[config.mk]
export PLATFORM = sky130hd
export DESIGN_NAME = dwvp_ctrl
export DESIGN_NICKNAME = d
export VERILOG_FILES = /design/src/hw/rtl/dwvp_pkg.sv /design/src/hw/rtl/dwvp_ctrl.sv
export SDC_FILE = /design/constraint.sdc
export NUM_CORES = 1
export LEC_CHECK = 0
export BUFFER_PORTS_ARGS = -buffer_cell sky130_fd_sc_hd__buf_2
export CORE_MARGIN = 10
export CORE_UTILIZATION = 35
export CTS_BUF_LIST = sky130_fd_sc_hd__clkbuf_4
export CTS_CLUSTER_DIAMETER = 60
export DETAILED_ROUTE_END_ITERATION = 6
export HOLD_SLACK_MARGIN = 0.06
export PLACE_DENSITY = 0.6
export SLEW_MARGIN = 20
export SYNTH_ARGS = -nofsm -noshare
export SYNTH_HDL_FRONTEND = slang
export SYNTH_SLANG_ARGS = --single-unit
[constraint.sdc]
create_clock -name clock -period 2.8 [get_ports clock]
set_input_delay 0.14 -clock clock [delete_from_list [all_inputs] [get_ports clock]]
set_output_delay 0.14 -clock clock [all_outputs]
set_load 0.005 [all_outputs]
[src/hw/rtl/dwvp_pkg.sv]
// ----------------------------------------------------------------------------
// Dual wheel velocity PID package
// Shared constants, sequencer operations, micro-program and handshake structs.
// ----------------------------------------------------------------------------
package dwvp_pkg;

   localparam int NUM_W    = 60;
   localparam int DEN_W    = 24;
   localparam int DIV_STEP = 4;

   localparam logic [18:0] TWO_PI_Q16   = 19'd411775;
   localparam logic [23:0] MIN_ELAPSED  = 24'd50000;
   localparam logic [23:0] US_PER_S     = 24'd1000000;
   localparam logic [23:0] FILTER_DIV   = 24'd25;
   localparam logic [60:0] PROD_LIMIT   = 61'h1000_0000_0000_0000;

   localparam logic [2:0] REG_KP    = 3'd0;
   localparam logic [2:0] REG_KI    = 3'd1;
   localparam logic [2:0] REG_KD    = 3'd2;
   localparam logic [2:0] REG_UPPER = 3'd3;
   localparam logic [2:0] REG_LOWER = 3'd4;
   localparam logic [2:0] REG_RPT   = 3'd5;

   localparam logic signed [31:0] KP_RESET    = 32'sd65536;
   localparam logic [7:0]         UPPER_RESET = 8'd255;
   localparam logic signed [8:0]  LOWER_RESET = -9'sd255;
   localparam logic [31:0]        RPT_RESET   = 32'd26353589;

   localparam logic [1:0] DIR_STOP = 2'd0;
   localparam logic [1:0] DIR_FWD  = 2'd1;
   localparam logic [1:0] DIR_REV  = 2'd2;

   typedef enum logic [4:0] {
      OP_NONE, OP_LOAD, OP_TICK, OP_STEP, OP_ASUM, OP_DIV, OP_AWRAP, OP_RMUL,
      OP_RAW, OP_FSUM, OP_FILT, OP_ERR, OP_EMUL, OP_DER, OP_INT, OP_MULP,
      OP_MULD, OP_MULIL, OP_MULIH, OP_ACC, OP_DRIVE, OP_PUBLISH
   } op_type;

   localparam logic [4:0] PROG_LAST = 5'd24;

   typedef struct packed {
      op_type op;
      logic   wheel;
   } cmd_type;

   typedef struct packed {
      logic div_done;
      logic short_tick;
   } status_type;

   function automatic op_type prog_op(input logic [4:0] pc);
      op_type op;
      case (pc)
         5'd0:    op = OP_TICK;
         5'd1:    op = OP_STEP;
         5'd2:    op = OP_ASUM;
         5'd3:    op = OP_DIV;
         5'd4:    op = OP_AWRAP;
         5'd5:    op = OP_RMUL;
         5'd6:    op = OP_DIV;
         5'd7:    op = OP_RAW;
         5'd8:    op = OP_FSUM;
         5'd9:    op = OP_DIV;
         5'd10:   op = OP_FILT;
         5'd11:   op = OP_ERR;
         5'd12:   op = OP_EMUL;
         5'd13:   op = OP_DIV;
         5'd14:   op = OP_DER;
         5'd15:   op = OP_DIV;
         5'd16:   op = OP_INT;
         5'd17:   op = OP_MULP;
         5'd18:   op = OP_ACC;
         5'd19:   op = OP_MULD;
         5'd20:   op = OP_ACC;
         5'd21:   op = OP_MULIL;
         5'd22:   op = OP_MULIH;
         5'd23:   op = OP_ACC;
         5'd24:   op = OP_DRIVE;
         default: op = OP_NONE;
      endcase
      return op;
   endfunction

endpackage

[src/hw/rtl/dwvp_ctrl.sv]
// ----------------------------------------------------------------------------
// Dual wheel velocity PID controller
// Handshakes and micro-program sequencer driving the datapath, wheel by wheel.
// ----------------------------------------------------------------------------
module dwvp_ctrl (
   input  logic                 clock,
   input  logic                 reset,
   input  logic                 req_valid,
   output logic                 req_ready,
   output logic                 rsp_valid,
   input  logic                 rsp_ready,
   output dwvp_pkg::cmd_type    cmd,
   input  dwvp_pkg::status_type status
);
   import dwvp_pkg::*;

   typedef enum logic [1:0] {ST_IDLE, ST_CHECK, ST_RUN, ST_PUBLISH} state_type;

   state_type  state_ff;
   logic [4:0] pc_ff;
   logic       wheel_ff;
   logic       wait_ff;
   logic       rsp_valid_ff;
   op_type     prog;

   assign prog      = prog_op(pc_ff);
   assign req_ready = (state_ff == ST_IDLE);
   assign rsp_valid = rsp_valid_ff;

   always_comb begin
      cmd.op    = OP_NONE;
      cmd.wheel = wheel_ff;
      case (state_ff)
         ST_IDLE: begin
            if (req_valid) begin
               cmd.op = OP_LOAD;
            end
         end
         ST_RUN: begin
            if (!(prog == OP_DIV && wait_ff)) begin
               cmd.op = prog;
            end
         end
         ST_PUBLISH: begin
            if (!rsp_valid_ff || rsp_ready) begin
               cmd.op = OP_PUBLISH;
            end
         end
         default: ;
      endcase
   end

   always_ff @(posedge clock) begin
      if (reset) begin
         state_ff     <= ST_IDLE;
         pc_ff        <= '0;
         wheel_ff     <= 1'b0;
         wait_ff      <= 1'b0;
         rsp_valid_ff <= 1'b0;
      end else begin
         if (cmd.op == OP_PUBLISH) begin
            rsp_valid_ff <= 1'b1;
         end else if (rsp_ready) begin
            rsp_valid_ff <= 1'b0;
         end
         case (state_ff)
            ST_IDLE: begin
               if (req_valid) begin
                  state_ff <= ST_CHECK;
               end
            end
            ST_CHECK: begin
               pc_ff    <= '0;
               wheel_ff <= 1'b0;
               state_ff <= status.short_tick ? ST_IDLE : ST_RUN;
            end
            ST_RUN: begin
               if (prog == OP_DIV && !wait_ff) begin
                  wait_ff <= 1'b1;
               end else if (prog != OP_DIV || status.div_done) begin
                  wait_ff <= 1'b0;
                  if (pc_ff == PROG_LAST) begin
                     pc_ff    <= '0;
                     wheel_ff <= ~wheel_ff;
                     if (wheel_ff) begin
                        state_ff <= ST_PUBLISH;
                     end
                  end else begin
                     pc_ff <= pc_ff + 1'b1;
                  end
               end
            end
            ST_PUBLISH: begin
               if (!rsp_valid_ff || rsp_ready) begin
                  state_ff <= ST_IDLE;
               end
            end
            default: state_ff <= ST_IDLE;
         endcase
      end
   end

endmodule

==> results.toml <==
[global_route]
overflow = 0
grt_pass1_vias = 1020
use_met1 = 0.112
antenna_found_initial = 0
grt_max_degree = 17
met2_usage = 0.144
grt_pass1_wl_um = 4630
grtUsageTotal = 0.0903
grtUsageMet3 = 0.0210
busiest_layer = "met2"

[drt]
routedWlPerCell_um = 13.2
ant_nets = 0
firstDrtPassIters = 4
drc = 0
vias = 1059
post_drt_via_cell_ratio = 5.27
routed_wl_um = 2640
first_iter_violations = 112

[sta]
max_freq_mhz = 400
setup_viol = 0
rsz0062_at_grt = "no"
finalSetupTns_ns = 0
maxSlewViolCount = 0
fin_skew_ns = 0.00554
tightest_slew_ns = 0.359
finalHoldViolCount = 0
fin_crit_sh = 0.893
relSlewSlack = 0.758
fin_crit_ns = 2.50

[worst_setup_path]
cp-endpoint = "prog[0]"
r2r_cells = 11
crit_type = "reg -> reg"
critPathMaxStageDelay_ns = 0.34
path_cells = "inv_1, ha_1, nand3_1, o21ai_0, nor3_1, a21oi_1, nor2_2, inv_1, ha_1, a211o_1, a32o_1"
cp_data_arrival_time_ns = 2.68
crit_fanout = 5
regToRegSetupSlack_ns = 0.30
cp-end-kind = "flop"
critPathLaunch = "pc_ff[1]"
critPathSlowestCell = "dfxtp_1"
cp.required_ns = 2.98
worst_r2r_endpoint = "prog[0]"
r2r_start = "pc_ff[1]"
cp-start-kind = "flop"

[power_and_ir_drop]
power_frac_clock = 0.329
pwr-share-seq = 0.533
swShare = 0.259
pwr-share-comb = 0.137
peakVddDrop_mv = 0.205
power_switching_mw = 0.107
intPower_mw = 0.306
power_density_mw_per_mm2 = 326
power.leakage_nw = 0.528

[synthesis]
netlist_area_mm2 = 0.00115
synthesis.instances = 145
synthesis.nets = 159
ys_types = 50
postSynthAreaPerCell_um2 = 7.90
synthArstFlopShare = 0
synth_ff_type = "dfxtp_1"
synth-edff-count = 0
yosys.area.top_type = "dfxtp_1"
synth_seq_cells = 15
synthTopCellsByArea = "dfxtp_1, ha_1, nor2_1"
ys_seq_area_frac = 0.262
yosys_warnings = 0
netlist.area_leader.share = 0.262

[placed_design]
numPortBuffers = 13
numPlacedInstances = 197
gp_congestion = 0.830
dp_hpwl_um = 2130

[die]
dieArea_mm2 = 0.00596
die_y_um = 77.2
die_x_um = 77.2
start_util = 0.369
placementRows = 20
ios = 14
core_area_mm2 = 0.00310

[run]
max_cap_violations = 0

[layout]
areaGrowthSynthToFinish_pct = 10.6
layout-drive-gt1-share = 0.210
fill_cells = 333
diodes = 0
nNetsFinal = 172
final_cells = 201

[clock_network]
tritoncts = "yes"
numCtsBuffers = 3
cts_max_level = 1
clock_path_buffers = 2
root_buffer = "clkbuf_4"
clkLatencyLatePin_ns = 0.28
clock-sinks = 15
cts_hold_buf = 0
post_cts_buffers = 0
path_clk_slew_ns = 0.09

[run_status]
outcome = "finished clean"

[worst_hold_path]
hp-class = "in -> reg"
## timing repair
action | CTS | global route
endpoints found under the hold margin | 0 | 0
gates resized for setup | 0 | 1
endpoints found under the setup margin | 0 | 1
## layer usage
metal	part of all wire	vias up
met1	0.48	490
met3	0.046	2
met4	0.014	0
met2	0.46	29
li1	-	538
met5	0	-
## power by group through the flow
stage	combinational, mW	sequential, mW	clock, mW
global placement	0.0556	0.225	0
CTS	0.0563	0.220	0.140
floorplan	0.0379	0.225	0
detailed placement	0.0563	0.225	0
global route	0.0647	0.221	0.151
finish	0.0568	0.220	0.136
## per-stage QoR
| stage | util | power, mW | setup WS (ns) | area [um^2] | hold slack, ns |
|---|---|---|---|---|---|
| finish | 0.408 | 0.413 | 0.299 | 1270 | 0.117 |
| global route | 0.408 | 0.437 | 0.0505 | 1270 | 0.128 |
| CTS | 0.408 | 0.417 | 0.236 | 1260 | 0.113 |
| detailed placement | 0.398 | 0.282 | 0.266 | 1230 | 0.412 |
| global placement | 0.398 | 0.281 | 0.384 | 1230 | 0.407 |
| floorplan | - | 0.263 | 0.517 | 1150 | 0.301 |
## cell families (layout without fill, tap and decap cells)
family	Yosys count	after routing	share of synthesized area
multiplexers	4	4	0.0404
buffers and inverters	19	31	0.0841
adder cells (fa/ha/maj)	8	8	0.0873
flip-flops	15	15	0.262
AO/OA/AOI/OAI	42	42	0.261
AND/OR/NAND/NOR	56	56	0.258
XOR/XNOR	1	1	0.00764
## layout make-up
class | instances | area [um^2] | share of cell area
multi-input cells | 111 | 752 | 0.593
flip-flops and latches | 15 | 300 | 0.237
repair buffers | 16 | 87.6 | 0.0691
well taps | 44 | 55.1 | 0.0434
inverters | 11 | 42.5 | 0.0336
clock buffers | 4 | 30.0 | 0.0237
## synth_stat cells, types with 2 or more instances
| cell | number |
|---|---|
| a31oi_1 | 6 |
| a32o_1 | 2 |
| nor4_1 | 2 |
| a22oi_1 | 2 |
| o21ai_0 | 6 |
| nor2_1 | 20 |
| buf_6 | 2 |
| dfxtp_1 | 15 |
| nand3_1 | 4 |
| nand2b_1 | 2 |
| nor2b_1 | 4 |
| a21oi_1 | 7 |
| nand2_1 | 11 |
| inv_1 | 9 |
| mux2i_1 | 2 |
| o21ba_2 | 2 |
| nor3_1 | 2 |
| buf_2 | 4 |
| a221o_1 | 2 |
| a211o_1 | 2 |
| and2_1 | 3 |
| ha_1 | 8 |
## state kept, by name, summed over array words and instances (netlist names), named ones only
register / cells
prog: 5
wheel_ff: 1
state_ff: 1
pc_ff: 5
wait_ff: 1
rsp_valid: 1
## worst max-delay path: cells and delay by family, from the launching register on
family / cells / cell delay [ns]
simple gates: 3 / 0.31
flops: 1 / 0.34
fa+ha+maj: 2 / 0.40
buf+inv: 2 / 0.20
compound gates: 4 / 1.16
## layout by cell type (no fill, tap or decap), drive strengths merged, types with 3 or more instances in the layout
cell,count
and2,3
nor2,20
o21ba,3
nand2,11
dfxtp,15
inv,10
nor2b,5
a31oi,6
nand3,4
a21oi,7
buf,16
o21ai,8
ha,8
clkbuf,4
## how the worst min path moves through the flow
| stage | from | endpoint | slack (ns) | depth (start not counted) |
|---|---|---|---|---|
| 3_3_place_gp | req_valid | state_ff[0] | 0.41 | 3 |
| 2_1_floorplan | req_valid | state_ff[0] | 0.30 | 2 |
| 5_1_grt | req_valid | state_ff[0] | 0.13 | 3 |
| 6_report | req_valid | state_ff[0] | 0.12 | 3 |
| 4_1_cts | req_valid | state_ff[0] | 0.11 | 3 |
| 3_5_place_dp | req_valid | state_ff[0] | 0.41 | 3 |
Note: power is estimated with default switching activity, not from simulation.
